**src/design/grsd_pkg.sv**
```systemverilog
// grsd_pkg: shared types, constants and codes for the Golomb-Rice set decoder.
// Depends on nothing; every module in the design imports it.
`default_nettype none

package grsd_pkg;

  // rice parameter: number of remainder bits per code
  localparam int unsigned RICE_BITS = 19;
  localparam int unsigned REM_CNT_W = $clog2(RICE_BITS + 1);

  // compact-size varint prefixes and their body lengths
  localparam logic [7:0] PREFIX_U16 = 8'hfd;
  localparam logic [7:0] PREFIX_U32 = 8'hfe;
  localparam logic [3:0] LEN_U16    = 4'd2;
  localparam logic [3:0] LEN_U32    = 4'd4;
  localparam logic [3:0] LEN_U64    = 4'd8;

  // queue between front and back end
  localparam int unsigned QUEUE_DEPTH = 4;
  localparam int unsigned QUEUE_AW    = $clog2(QUEUE_DEPTH);
  localparam int unsigned QUEUE_CW    = $clog2(QUEUE_DEPTH + 1);

  // result kinds
  localparam logic [1:0] KIND_VALUE = 2'd0;
  localparam logic [1:0] KIND_DONE  = 2'd1;
  localparam logic [1:0] KIND_ERROR = 2'd2;

  // work handed from front end to back end
  typedef enum logic [2:0] {
    OP_CODE,   // code byte, decode its bits
    OP_START,  // header finished, count within capacity and nonzero
    OP_EMPTY,  // header finished, empty set
    OP_OVER,   // header count above capacity
    OP_TRUNC   // filter ended inside the varint
  } op_t;

  typedef struct packed {
    op_t         op;
    logic [7:0]  data;
    logic [31:0] total;
    logic        last;
  } entry_t;

  typedef enum logic [1:0] {
    FS_PREFIX,
    FS_VARINT,
    FS_BODY
  } front_state_t;

  typedef enum logic [2:0] {
    PH_HEADER,
    PH_UNARY,
    PH_REM,
    PH_DONE,
    PH_FAIL
  } phase_t;

  // extra result still owed by the byte in work
  typedef enum logic [1:0] {
    PEND_NONE,
    PEND_DONE,
    PEND_ERR
  } pend_t;

  typedef struct packed {
    logic [1:0]  kind;
    logic [63:0] set_value;
    logic [31:0] element_index;
    logic        last_of_run;
  } result_t;

endpackage

`default_nettype wire

```
**src/design/grsd_in_if.sv**
```systemverilog
// grsd_in_if: filter byte channel, valid/ready handshake.
// Standalone; used by the top level and the front end.
`default_nettype none

interface grsd_in_if;
  logic       valid;
  logic       ready;
  logic [7:0] filter_byte;
  logic       final_byte;

  modport source (output valid, output filter_byte, output final_byte, input ready);
  modport sink (input valid, input filter_byte, input final_byte, output ready);
endinterface

`default_nettype wire

```
**src/design/grsd_out_if.sv**
```systemverilog
// grsd_out_if: decoded result channel, valid/ready handshake.
// Standalone; used by the top level and the back end.
`default_nettype none

interface grsd_out_if;
  logic        valid;
  logic        ready;
  logic [1:0]  kind;
  logic [63:0] set_value;
  logic [31:0] element_index;
  logic        last_of_run;

  modport source (output valid, output kind, output set_value, output element_index,
                  output last_of_run, input ready);
  modport sink (input valid, input kind, input set_value, input element_index,
                input last_of_run, output ready);
endinterface

`default_nettype wire

```
**src/design/grsd_cfg_if.sv**
```systemverilog
// grsd_cfg_if: capacity register write channel, valid/ready handshake.
// Standalone; used by the top level and the front end.
`default_nettype none

interface grsd_cfg_if;
  logic        valid;
  logic        ready;
  logic [31:0] capacity;

  modport source (output valid, output capacity, input ready);
  modport sink (input valid, input capacity, output ready);
endinterface

`default_nettype wire

```
**src/design/golomb_rice_set_decoder_unit.sv**
```systemverilog
// golomb_rice_set_decoder_unit: top level of the Golomb-Rice coded set decoder.
// Depends on grsd_pkg, the channel interfaces, grsd_front, grsd_queue, grsd_back.
//
// Decodes a BIP158-style Golomb-Rice coded set fed one byte per request. A
// front end takes a byte in every cycle while its 4-entry work queue has room,
// parses the compact-size count and checks it against the capacity register;
// varint body bytes give the back end no work, save the last one and a final
// one that cuts the count short. The back end walks each code byte at one bit
// per cycle while its results can move on; a done or final error result that
// follows a value on the same byte takes a step of its own. Results leave
// through a hold stage (which sets last_of_run) and an output register, so
// decoding continues while a result waits to be taken. Capacity may be
// written at any time the block is idle and survives the rearm done by each
// final byte.
`default_nettype none

module golomb_rice_set_decoder_unit import grsd_pkg::*; (
  input  logic        clk,
  input  logic        rst,
  grsd_in_if.sink     filter,
  grsd_out_if.source  result,
  grsd_cfg_if.sink    setup
);

  logic   push;
  entry_t push_entry;
  logic   full;
  logic   pop;
  logic   avail;
  entry_t pop_entry;

  // byte intake and header parsing
  grsd_front u_front (
    .clk        (clk),
    .rst        (rst),
    .filter     (filter),
    .setup      (setup),
    .push       (push),
    .push_entry (push_entry),
    .full       (full)
  );

  // decoupling queue
  grsd_queue u_queue (
    .clk        (clk),
    .rst        (rst),
    .push       (push),
    .push_entry (push_entry),
    .full       (full),
    .pop        (pop),
    .avail      (avail),
    .pop_entry  (pop_entry)
  );

  // bit-serial code decoding
  grsd_back u_back (
    .clk     (clk),
    .rst     (rst),
    .avail   (avail),
    .q_entry (pop_entry),
    .pop     (pop),
    .result  (result)
  );

endmodule

`default_nettype wire

```
**src/design/grsd_front.sv**
```systemverilog
// grsd_front: accepts filter bytes, parses the varint count, checks capacity
// and hands classified work to the queue. Depends on grsd_pkg and the interfaces.
`default_nettype none

module grsd_front import grsd_pkg::*; (
  input  logic        clk,
  input  logic        rst,
  grsd_in_if.sink     filter,
  grsd_cfg_if.sink    setup,
  output logic        push,
  output entry_t      push_entry,
  input  logic        full
);

  front_state_t state, state_next;
  logic [31:0]  capacity;
  logic [63:0]  acc;
  logic [2:0]   vpos;
  logic [3:0]   vleft;

  logic         accept;
  logic         short_prefix;
  logic         body_end;
  logic [63:0]  lane_acc;
  logic [63:0]  hdr_total;
  logic         over;
  op_t          hdr_op;

  // capacity register, always writable
  assign setup.ready = 1'b1;

  always_ff @(posedge clk) begin
    if (rst) begin
      capacity <= '1;
    end else if (setup.valid) begin
      capacity <= setup.capacity;
    end
  end

  // request accepted whenever the queue has room
  assign filter.ready = !full;
  assign accept       = filter.valid && !full;

  // header classification
  always_comb begin
    short_prefix = filter.filter_byte < PREFIX_U16;
    body_end     = vleft == 4'd1;
    lane_acc     = acc | ({56'b0, filter.filter_byte} << {vpos, 3'b000});
    hdr_total    = (state == FS_PREFIX) ? {56'b0, filter.filter_byte} : lane_acc;
    over         = (hdr_total[63:32] != 32'b0) || (hdr_total[31:0] > capacity);
    if (over) begin
      hdr_op = OP_OVER;
    end else if (hdr_total == 64'b0) begin
      hdr_op = OP_EMPTY;
    end else begin
      hdr_op = OP_START;
    end
  end

  // next state
  always_comb begin
    state_next = state;
    if (accept) begin
      unique case (state)
        FS_PREFIX: begin
          if (filter.final_byte) state_next = FS_PREFIX;
          else if (short_prefix) state_next = FS_BODY;
          else                   state_next = FS_VARINT;
        end
        FS_VARINT: begin
          if (filter.final_byte) state_next = FS_PREFIX;
          else if (body_end)     state_next = FS_BODY;
          else                   state_next = FS_VARINT;
        end
        FS_BODY: begin
          state_next = filter.final_byte ? FS_PREFIX : FS_BODY;
        end
        default: state_next = FS_PREFIX;
      endcase
    end
  end

  // queue writes
  always_comb begin
    push             = 1'b0;
    push_entry.op    = OP_CODE;
    push_entry.data  = filter.filter_byte;
    push_entry.total = hdr_total[31:0];
    push_entry.last  = filter.final_byte;
    unique case (state)
      FS_PREFIX: begin
        if (short_prefix) begin
          push          = accept;
          push_entry.op = hdr_op;
        end else if (filter.final_byte) begin
          push          = accept;
          push_entry.op = OP_TRUNC;
        end
      end
      FS_VARINT: begin
        if (body_end) begin
          push          = accept;
          push_entry.op = hdr_op;
        end else if (filter.final_byte) begin
          push          = accept;
          push_entry.op = OP_TRUNC;
        end
      end
      FS_BODY: begin
        push = accept;
      end
      default: push = 1'b0;
    endcase
  end

  always_ff @(posedge clk) begin
    if (rst) begin
      state <= FS_PREFIX;
    end else begin
      state <= state_next;
    end
  end

  // varint body accumulation
  always_ff @(posedge clk) begin
    if (accept && state == FS_PREFIX) begin
      acc  <= '0;
      vpos <= '0;
      if (filter.filter_byte == PREFIX_U16)      vleft <= LEN_U16;
      else if (filter.filter_byte == PREFIX_U32) vleft <= LEN_U32;
      else                                       vleft <= LEN_U64;
    end else if (accept && state == FS_VARINT) begin
      acc   <= lane_acc;
      vpos  <= vpos + 3'd1;
      vleft <= vleft - 4'd1;
    end
  end

endmodule

`default_nettype wire

```
**src/design/grsd_queue.sv**
```systemverilog
// grsd_queue: short fifo of classified work between front and back end.
// Depends on grsd_pkg.
`default_nettype none

module grsd_queue import grsd_pkg::*; (
  input  logic   clk,
  input  logic   rst,
  input  logic   push,
  input  entry_t push_entry,
  output logic   full,
  input  logic   pop,
  output logic   avail,
  output entry_t pop_entry
);

  entry_t                slots [QUEUE_DEPTH];
  logic [QUEUE_AW-1:0]   wptr;
  logic [QUEUE_AW-1:0]   rptr;
  logic [QUEUE_CW-1:0]   fill;

  assign full      = fill == QUEUE_CW'(QUEUE_DEPTH);
  assign avail     = fill != '0;
  assign pop_entry = slots[rptr];

  // pointers and fill level
  always_ff @(posedge clk) begin
    if (rst) begin
      wptr <= '0;
      rptr <= '0;
      fill <= '0;
    end else begin
      if (push) wptr <= wptr + QUEUE_AW'(1);
      if (pop)  rptr <= rptr + QUEUE_AW'(1);
      if (push && !pop)      fill <= fill + QUEUE_CW'(1);
      else if (pop && !push) fill <= fill - QUEUE_CW'(1);
    end
  end

  // storage
  always_ff @(posedge clk) begin
    if (push) slots[wptr] <= push_entry;
  end

endmodule

`default_nettype wire

```
**src/design/grsd_back.sv**
```systemverilog
// grsd_back: decodes code bytes one bit per cycle unless stalled, keeps the running
// sum, issues results via a hold stage and output register. Depends on grsd_pkg.
`default_nettype none

module grsd_back import grsd_pkg::*; (
  input  logic       clk,
  input  logic       rst,
  input  logic       avail,
  input  entry_t     q_entry,
  output logic       pop,
  grsd_out_if.source result
);

  // work in progress
  logic                  busy;
  entry_t                cur;
  logic [2:0]            bit_idx;
  pend_t                 pend;
  phase_t                phase;
  logic [31:0]           total;
  logic [31:0]           count;
  logic [63:0]           sum;
  logic [63:0]           quot;
  logic [RICE_BITS-1:0]  acc;
  logic [REM_CNT_W-1:0]  left;

  // hold stage and output register
  logic                  p_valid;
  logic                  p_sealed;
  result_t               p_res;
  logic                  out_valid;
  result_t               out_res;

  // step outputs
  logic                  gen;
  logic                  gen_sealed;
  result_t               gen_res;
  logic                  seal_p;
  logic                  finish;
  phase_t                phase_next;
  pend_t                 pend_next;
  logic [2:0]            bit_next;
  logic [31:0]           total_next;
  logic [31:0]           count_next;
  logic [63:0]           sum_next;
  logic [63:0]           quot_next;
  logic [RICE_BITS-1:0]  acc_next;
  logic [REM_CNT_W-1:0]  left_next;

  logic                  can_push;
  logic                  step_fire;
  logic                  p_leaves;

  // one step of the decoder
  always_comb begin
    logic              cur_bit;
    logic [RICE_BITS:0] acc_shift;
    logic [63:0]       code_sum;
    logic [31:0]       count_inc;

    cur_bit    = cur.data[bit_idx];
    acc_shift  = {acc, cur_bit};
    code_sum   = sum + {quot[63-RICE_BITS:0], acc_shift[RICE_BITS-1:0]};
    count_inc  = count + 32'd1;

    gen        = 1'b0;
    gen_sealed = 1'b0;
    gen_res    = '0;
    seal_p     = 1'b0;
    finish     = 1'b0;
    phase_next = phase;
    pend_next  = pend;
    bit_next   = bit_idx;
    total_next = total;
    count_next = count;
    sum_next   = sum;
    quot_next  = quot;
    acc_next   = acc;
    left_next  = left;

    if (busy) begin
      unique case (pend)
        PEND_DONE: begin
          gen                   = 1'b1;
          gen_sealed            = 1'b1;
          gen_res.kind          = KIND_DONE;
          gen_res.element_index = count;
          phase_next            = PH_DONE;
          finish                = 1'b1;
        end
        PEND_ERR: begin
          gen          = 1'b1;
          gen_sealed   = 1'b1;
          gen_res.kind = KIND_ERROR;
          finish       = 1'b1;
        end
        PEND_NONE: begin
          unique case (cur.op)
            OP_OVER, OP_TRUNC: begin
              gen          = 1'b1;
              gen_sealed   = 1'b1;
              gen_res.kind = KIND_ERROR;
              phase_next   = PH_FAIL;
              finish       = 1'b1;
            end
            OP_EMPTY: begin
              gen          = 1'b1;
              gen_sealed   = 1'b1;
              gen_res.kind = KIND_DONE;
              phase_next   = PH_DONE;
              finish       = 1'b1;
            end
            OP_START: begin
              phase_next = PH_UNARY;
              total_next = cur.total;
              count_next = '0;
              sum_next   = '0;
              quot_next  = '0;
              acc_next   = '0;
              finish     = 1'b1;
              // filter ends right after its header
              if (cur.last) begin
                gen          = 1'b1;
                gen_sealed   = 1'b1;
                gen_res.kind = KIND_ERROR;
              end
            end
            OP_CODE: begin
              if (phase == PH_UNARY || phase == PH_REM) begin
                // consume one bit, msb first
                if (phase == PH_UNARY) begin
                  if (cur_bit) begin
                    quot_next = quot + 64'd1;
                  end else begin
                    phase_next = PH_REM;
                    acc_next   = '0;
                    left_next  = REM_CNT_W'(RICE_BITS);
                  end
                end else begin
                  acc_next  = acc_shift[RICE_BITS-1:0];
                  left_next = left - REM_CNT_W'(1);
                  if (left == REM_CNT_W'(1)) begin
                    gen                   = 1'b1;
                    gen_res.kind          = KIND_VALUE;
                    gen_res.set_value     = code_sum;
                    gen_res.element_index = count;
                    sum_next              = code_sum;
                    count_next            = count_inc;
                    quot_next             = '0;
                    acc_next              = '0;
                    phase_next            = PH_UNARY;
                    if (count_inc == total) pend_next = PEND_DONE;
                  end
                end
                // end of byte
                if (pend_next != PEND_DONE) begin
                  if (bit_idx == 3'd0) begin
                    if (cur.last && (phase_next == PH_UNARY || phase_next == PH_REM)) begin
                      if (gen) begin
                        pend_next = PEND_ERR;
                      end else begin
                        gen          = 1'b1;
                        gen_sealed   = 1'b1;
                        gen_res.kind = KIND_ERROR;
                        finish       = 1'b1;
                      end
                    end else begin
                      if (gen) gen_sealed = 1'b1;
                      else     seal_p     = 1'b1;
                      finish = 1'b1;
                    end
                  end else begin
                    bit_next = bit_idx - 3'd1;
                  end
                end
              end else begin
                // set finished or failed: byte is ignored
                seal_p = 1'b1;
                finish = 1'b1;
              end
            end
            default: finish = 1'b1;
          endcase
        end
        default: finish = 1'b1;
      endcase
    end
  end

  // handshake between step, hold stage and output register
  assign can_push  = !out_valid || result.ready;
  assign step_fire = busy && !(gen && p_valid && !can_push);
  assign p_leaves  = p_valid && can_push && (p_sealed || (step_fire && gen));
  assign pop       = avail && (!busy || (step_fire && finish));

  // control state
  always_ff @(posedge clk) begin
    if (rst) begin
      busy    <= 1'b0;
      bit_idx <= '0;
      pend    <= PEND_NONE;
      phase   <= PH_HEADER;
    end else begin
      if (step_fire) begin
        phase <= (finish && cur.last) ? PH_HEADER : phase_next;
      end
      // a newly taken byte starts at its msb
      if (pop) begin
        busy    <= 1'b1;
        bit_idx <= 3'd7;
        pend    <= PEND_NONE;
      end else if (step_fire) begin
        pend    <= finish ? PEND_NONE : pend_next;
        bit_idx <= bit_next;
        if (finish) busy <= 1'b0;
      end
    end
  end

  // decoder datapath
  always_ff @(posedge clk) begin
    if (pop) cur <= q_entry;
    if (step_fire) begin
      total <= total_next;
      count <= count_next;
      sum   <= sum_next;
      quot  <= quot_next;
      acc   <= acc_next;
      left  <= left_next;
    end
  end

  // hold stage: keeps the newest result until the byte's last one is known
  always_ff @(posedge clk) begin
    if (rst) begin
      p_valid  <= 1'b0;
      p_sealed <= 1'b0;
    end else begin
      p_valid <= (p_valid && !p_leaves) || (step_fire && gen);
      if (step_fire && gen)         p_sealed <= gen_sealed;
      else if (step_fire && seal_p) p_sealed <= 1'b1;
    end
  end

  always_ff @(posedge clk) begin
    if (step_fire && gen) p_res <= gen_res;
  end

  // output register
  always_ff @(posedge clk) begin
    if (rst) begin
      out_valid <= 1'b0;
    end else begin
      out_valid <= p_leaves || (out_valid && !result.ready);
    end
  end

  always_ff @(posedge clk) begin
    if (p_leaves) begin
      out_res <= {p_res.kind, p_res.set_value, p_res.element_index, p_sealed};
    end
  end

  assign result.valid         = out_valid;
  assign result.kind          = out_res.kind;
  assign result.set_value     = out_res.set_value;
  assign result.element_index = out_res.element_index;
  assign result.last_of_run   = out_res.last_of_run;

endmodule

`default_nettype wire

```
**src/flat_wrapper.sv**
```systemverilog
// flat-port wrapper written by rule: the top's interface ports become plain ports
module golomb_rice_set_decoder_unit_flat import grsd_pkg::*;
  (clk, rst, filter_valid, filter_filter_byte, filter_final_byte, filter_ready, result_valid, result_kind, result_set_value, result_element_index, result_last_of_run, result_ready, setup_valid, setup_capacity, setup_ready);
  grsd_in_if filter_i ();
  grsd_out_if result_i ();
  grsd_cfg_if setup_i ();
  input  logic clk;
  input  logic rst;
  input wire logic [$bits(filter_i.valid)-1:0] filter_valid;
  input wire logic [$bits(filter_i.filter_byte)-1:0] filter_filter_byte;
  input wire logic [$bits(filter_i.final_byte)-1:0] filter_final_byte;
  output wire logic [$bits(filter_i.ready)-1:0] filter_ready;
  output wire logic [$bits(result_i.valid)-1:0] result_valid;
  output wire logic [$bits(result_i.kind)-1:0] result_kind;
  output wire logic [$bits(result_i.set_value)-1:0] result_set_value;
  output wire logic [$bits(result_i.element_index)-1:0] result_element_index;
  output wire logic [$bits(result_i.last_of_run)-1:0] result_last_of_run;
  input wire logic [$bits(result_i.ready)-1:0] result_ready;
  input wire logic [$bits(setup_i.valid)-1:0] setup_valid;
  input wire logic [$bits(setup_i.capacity)-1:0] setup_capacity;
  output wire logic [$bits(setup_i.ready)-1:0] setup_ready;
  assign filter_i.valid = filter_valid;
  assign filter_i.filter_byte = filter_filter_byte;
  assign filter_i.final_byte = filter_final_byte;
  assign filter_ready = filter_i.ready;
  assign result_valid = result_i.valid;
  assign result_kind = result_i.kind;
  assign result_set_value = result_i.set_value;
  assign result_element_index = result_i.element_index;
  assign result_last_of_run = result_i.last_of_run;
  assign result_i.ready = result_ready;
  assign setup_i.valid = setup_valid;
  assign setup_i.capacity = setup_capacity;
  assign setup_ready = setup_i.ready;
  golomb_rice_set_decoder_unit u_core (.clk(clk), .rst(rst), .filter(filter_i), .result(result_i), .setup(setup_i));
endmodule
```
**config.mk**
```make
export PLATFORM = sky130hd
export DESIGN_NAME = golomb_rice_set_decoder_unit_flat
export DESIGN_NICKNAME = d
export VERILOG_FILES = /design/src/design/grsd_pkg.sv /design/src/design/grsd_in_if.sv /design/src/design/grsd_out_if.sv /design/src/design/grsd_cfg_if.sv /design/src/design/golomb_rice_set_decoder_unit.sv /design/src/design/grsd_front.sv /design/src/design/grsd_queue.sv /design/src/design/grsd_back.sv /design/src/flat_wrapper.sv
export SDC_FILE = /design/constraint.sdc
export NUM_CORES = 1
export LEC_CHECK = 0
export BUFFER_PORTS_ARGS = -buffer_cell sky130_fd_sc_hd__clkbuf_2
export CORE_MARGIN = 2
export CORE_UTILIZATION = 45
export CTS_BUF_LIST = sky130_fd_sc_hd__clkbuf_4 sky130_fd_sc_hd__clkbuf_8
export DETAILED_ROUTE_END_ITERATION = 10
export PLACE_DENSITY = 0.67
export SKIP_CTS_REPAIR_TIMING = 1
export SLEW_MARGIN = 30
export SYNTH_ARGS = -nofsm -noshare
export SYNTH_HDL_FRONTEND = slang
export SYNTH_SLANG_ARGS = --single-unit
```
**constraint.sdc**
```tcl
create_clock -name clk -period 24.8 [get_ports clk]
set_input_delay 3.72 -clock clk [delete_from_list [all_inputs] [get_ports clk]]
set_output_delay 3.72 -clock clk [all_outputs]
set_load 0.01 [all_outputs]
```
**Yosys cells after proc, flatten, opt, wreduce, memory -nomap -nowiden**

Memory sizes are Yosys's and may differ from the RTL's. A register that Yosys moved wholly into a read port is not among the register bits.
Index checks and enable logic that the tools add are counted.

- Bits in writable memories: 176
- Bits of input ports: 46
- Output and inout port bits: 102
- Register bits: 536
- Logic and storage cells: 289
- Memories kept: 1

Memories:

| name | depth | width | rd ports | clocked after memory_dff | wr ports | line | source |
|---|---|---|---|---|---|---|---|
| u_core.u_queue.slots | 4 | 44 | 1 | 1 | 1 | grsd_queue.sv:16 | `entry_t slots [QUEUE_DEPTH];` |

- Bitwise gates (word level): 6
- Add/subtract/negate cells: 11
- Muxes and demuxes: 137
- Eq/ne operators: 29
- Reductions and logical operators: 73
- Order comparisons: 3
- Shifts and indexed selects: 1

Operator list:

| kind | number |
|---|---|
| $mux 64 | 8 |
| $pmux 64 s2 | 2 |
| $mux 96 | 2 |
| $mux 32 | 4 |
| $pmux 32 s2 | 2 |
| $mux 98 | 1 |
| $mux 18 | 4 |
| $mux 3 | 23 |
| $add 64x1->64 const B | 1 |
| $add 64x64->64 | 1 |
| $logic_not 64->1 | 1 |
| $or 64x64->64 | 1 |
| $shl 8x6->64 | 1 |
| $mux 2 | 28 |
| $mux 1 | 44 |
| $pmux 18 s2 | 1 |
| $add 32x1->32 const B | 1 |
| $eq 32x32->1 | 1 |
| $gt 32x32->1 | 1 |
| $reduce_bool 2->1 | 16 |
| $reduce_bool 32->1 | 1 |
| $reduce_and 7->1 | 3 |
| $logic_and 1x1->1 | 18 |
| $eq 8x8->1 const B | 2 |
| 41 further kinds | 93 |

**Depth between registers and ports, before layout**

- Word-level depth: 28
- Depth in mapped cells: 20
- Mapped depth without buffers: 18

**Cells and area by module**

From an unflattened synthesis, not the netlist that was laid out.

- Cell total of the unflattened synthesis: 2621
- Area total of the unflattened synthesis: 33409.5 um^2

Modules (own cells, without submodules):

| module | times used | area each (um^2) | cells an instance | seq. area each (um^2) |
|---|---|---|---|---|
| grsd_back | 1 | 21470.6 | 1743 | 13362.8 |
| grsd_queue | 1 | 6837.8 | 274 | 5465.2 |
| grsd_front | 1 | 5101.1 | 604 | 2142.1 |

**Worst setup path before layout**

Ideal clock, no wire load.

- Path kind: input to register
- From: input port result_ready
- To: register u_core.u_back.quot[0], enable pin
- Data arrival time: 9067 ps
- Path buffers: 0
- Library setup time: 575 ps
- Stages: 5
- Path slack: 15158 ps
- Required time: 24225 ps
- Path through: nor2b_1 > nand3b_1 > o21ai_0 > a21oi_4 > nor4b_1

- Word-level cells in the longest chain between the ends: 6

RTL lines:

| what | line | source |
|---|---|---|
| start, declared | flat_wrapper.sv:18 | `input wire logic [$bits(result_i.ready)-1:0] result_ready;` |
| $logic_or 1x1->1 | grsd_back.sv:191 | `assign can_push = !out_valid \|\| result.ready;` |
| $logic_not 1->1 | grsd_back.sv:192 | `assign step_fire = busy && !(gen && p_valid && !can_push);` |
| $logic_and 1x1->1 | grsd_back.sv:192 |  |
| $logic_not 1->1 | grsd_back.sv:192 |  |
| $logic_and 1x1->1 | grsd_back.sv:192 |  |
| $reduce_and 7->1 (no line) | -- |  |
| end signal, assigned | grsd_back.sv:227 | `quot <= quot_next;` |
| end, declared | grsd_back.sv:23 | `logic [63:0] quot;` |

Every way passes these cells.
A chain may end at the register's enable or synchronous reset.

==> results_dict.tcl <==
set metrics [dict create \
    status "finished with violations" \
    violations "design-rule violations" \
    viasPerCell 5.47 \
    synth_cell_type_count 85 \
    whs_path_depth 0 \
    numCtsBuffers 115 \
    finalNetCount 2992 \
    fin_setup_tns_ns 0 \
    ir_worst_vdd_v 0.0000771 \
    leakage_nw 13.5 \
    final_cells 3884 \
    required_ns 25.23 \
    drtAntennaViolNets 0 \
    dr.pass1.iters 8 \
    worst_slew_pin_slew_ns 0.928 \
    dp_cells 3670 \
    first_global_vias 21000 \
    drive_above_1_share_pct 15.2 \
    finalMaxSlewViolations 0 \
    end_kind "register" \
    finalSetupViolCount 0 \
    rsz0062_at_grt "false" \
    switching_power_uw 878 \
    power-per-cell-area_nw_per_um2 85.4 \
    grt_usage_pct 18.4 \
    ys_ff_latch 737 \
    die_x_um 276 \
    routabilityCongestion 0.914 \
    io_buffers 146 \
    finalHoldViolations 0 \
    io_pins 148 \
    cts-root-buf "clkbuf_8" \
    num_vias 21200 \
    pre_cts_slack_ns 17.96 \
    synth_area_per_cell_sq_um 12.5 \
    finalWirelength_um 70200 \
    clock_power_share_pct 31.7 \
    clock-sinks 737 \
    dieArea_sq_um 76100 \
    ys_seq_area_share_pct 62.9 \
    cp_max_fo 22 \
    fin_skew_ns 0.0525 \
    synth_edf_count 617 \
    seqPwrFrac_pct 51.0 \
    die_h_um 276 \
    cts_buffer_depth 3 \
    cp-start-kind "input pin" \
    core_sq_um 73100 \
    drc 15 \
    p_comb_share_pct 17.3 \
    grt_pass1_wl_um 111000 \
    final_util_pct 51.2 \
    wl_per_cell_um 18.1 \
    syn-cell-area_sq_um 33300 \
    dr.first_iter.drc_count 1747 \
    critPathKind "in2reg" \
    r2r_cells 16 \
    antenna_found_initial 1 \
    hpwl_um 47700 \
    min_period_ns 6.12 \
    grt_max_degree 73 \
    synth-main-ff-cell "edfxtp_1" \
    num_rows 99 \
    async_flop_share_pct 0 \
    syn2layout_area_growth_pct 12.4 \
    layout_setup_ws_ns 18.68 \
    hold_class "reg2reg" \
    cp_data_arrival_time_ns 6.55 \
    syn_inst 2660 \
    drv_cap 0 \
    start_util_pct 45.5 \
    gr-total-overflow 0 \
    relSlewSlack_pct 37.7 \
    layout_common_cells "617 x edfxtp_1, 369 x nor2_1, 193 x a21oi_1, 145 x clkbuf_2, 138 x nand2_1" \
    netSwitchingFraction_pct 27.5 \
    clkLatencyLatePin_ns 0.73 \
    final_common_cell "edfxtp_1" \
    synth-warning-count 0 \
    p_int_mw 2.32 \
    cts_tree "done" \
    h-tree-depth 3 \
    fmax_mhz 163 \
    clk_pin_slew_ns 0.06 \
    synth_nets 2823 \
    finalCritPeriodShare_pct 24.7 \
]
state kept, by name, summed over array words and instances (netlist names), 3 cells and up:
| name | cells |
|---|---|
| u_core.u_back.quot | 45 |
| u_core.u_front.capacity | 32 |
| u_core.u_front.vleft | 4 |
| u_core.u_back.acc | 18 |
| u_core.u_back.count | 32 |
| u_core.u_back.result.set_value | 64 |
| u_core.u_back.left | 5 |
| u_core.u_back.bit_idx | 3 |
| u_core.u_back.cur | 44 |
| u_core.u_queue.slots | 176 |
| u_core.u_back.phase | 3 |
| u_core.u_front.acc | 64 |
| u_core.u_back.total | 32 |
| u_core.u_front.vpos | 3 |
| u_core.u_queue.fill | 3 |
| u_core.u_back.sum | 64 |
| u_core.u_back.result.element_index | 32 |
| u_core.u_back.p_res | 98 |
stage by stage:
stage               instance area [sq um]  hold WS, ns  total power, mW
finish                              37400        0.410             3.19
global route                        37400        0.418             3.35
CTS                                 37300        0.408             3.23
detailed placement                  35000        0.405             2.21
global placement                    35000        0.401             2.18
floorplan                           33300        0.400             2.04
cells in the mapped netlist (all sizes together), types with 5 or more instances:
cell type / count / area (sq um)
edfxtp: 617 / 18500
nor2: 372 / 1400
a21oi: 196 / 992
nand2: 139 / 522
dfxtp: 120 / 2400
ha: 115 / 1440
clkbuf: 105 / 398
o21ai: 87 / 435
xnor2: 82 / 718
inv: 75 / 282
xor2: 75 / 657
and2: 67 / 419
nand3: 56 / 303
nand4: 50 / 325
mux4: 46 / 1040
a21o: 39 / 293
o211ai: 38 / 285
nor2b: 32 / 200
nor4: 32 / 236
and3: 31 / 194
nand2b: 31 / 194
nor3: 27 / 140
or3: 21 / 131
buf: 18 / 87.6
o21a: 13 / 97.6
a31oi: 12 / 75.1
nor3b: 12 / 90.1
and4: 11 / 96.3
a211oi: 10 / 75.1
a21boi: 9 / 67.6
o21bai: 9 / 67.6
a211o: 7 / 61.3
a22o: 7 / 61.3
a2111oi: 6 / 53.8
or2: 6 / 37.5
a311oi: 5 / 43.8
mux2i: 5 / 50.1
nand3b: 5 / 37.5
o221ai: 5 / 43.8
power groups by stage:
stage / clock network (mW) / registers [mW] / logic [mW]
after global placement: 0 / 1.65 / 0.533
after floorplan: 0 / 1.64 / 0.396
after global routing: 1.10 / 1.65 / 0.608
final: 1.01 / 1.63 / 0.551
after CTS: 1.05 / 1.63 / 0.553
after detailed placement: 0 / 1.66 / 0.551
routing by layer:
metal / GRT usage (%) / wire length (um) / vias up
met4: 7.09 / 1930 / 0
met1: 24.2 / 31000 / 10300
met3: 3.16 / 3870 / 129
met2: 30.3 / 33400 / 636
li1: - / - / 10200
met5: 0 / 0 / -
logic make-up after synthesis:
group	synth area share, %
AO/OA/AOI/OAI	9.18
XOR/XNOR	4.48
adder cells (fa/ha/maj)	4.45
buffers and inverters	2.31
flip-flops	62.9
multiplexers	3.33
other	0.0113
AND/OR/NAND/NOR	13.3
path summary, 6_finish.rpt:
| kind | startpoint | end | slack [ns] |
|---|---|---|---|
| worst max-delay path | filter_filter_byte[1] | u_core.u_queue.slots[1][42]$_DFFE_PP_ | 18.68 |
| worst min-delay path | u_core.u_back.p_res[44]$_SDFFCE_PP0P_ | u_core.u_back.result.set_value[11]$_DFFE_PP_ | 0.41 |
| worst max register to register | u_core.u_back.left[1]$_SDFFCE_PP1P_ | u_core.u_back.sum[62]$_SDFFCE_PN0P_ | 18.94 |
| worst min register to register | u_core.u_back.p_res[44]$_SDFFCE_PP0P_ | u_core.u_back.result.set_value[11]$_DFFE_PP_ | 0.41 |
cell type report:
type / instances / area, sq um
diodes: 2 / 5.00
clock buffers: 157 / 1910
clock inverters: 54 / 395
fillers: 6261 / 35700
inverters: 75 / 282
multi-input cells: 1725 / 11700
flip-flops and latches: 737 / 20900
well taps: 959 / 1200
repair buffers: 175 / 995
critical path, cell delays in order:
cell	delay [ns]
clkbuf_2	0.41
a21oi_1	0.12
nor2_1	0.34
ha_1	0.33
a21oi_1	0.17
nor2b_1	0.06
o21ai_0	0.15
nand2b_1	0.08
a21oi_1	0.14
nor2b_1	0.06
o21ai_0	0.14
nand2b_1	0.07
a21oi_1	0.14
o21ai_0	0.14
o21ai_0	0.26
a31oi_1	0.20
Note: power is estimated with default switching activity, not from simulation.
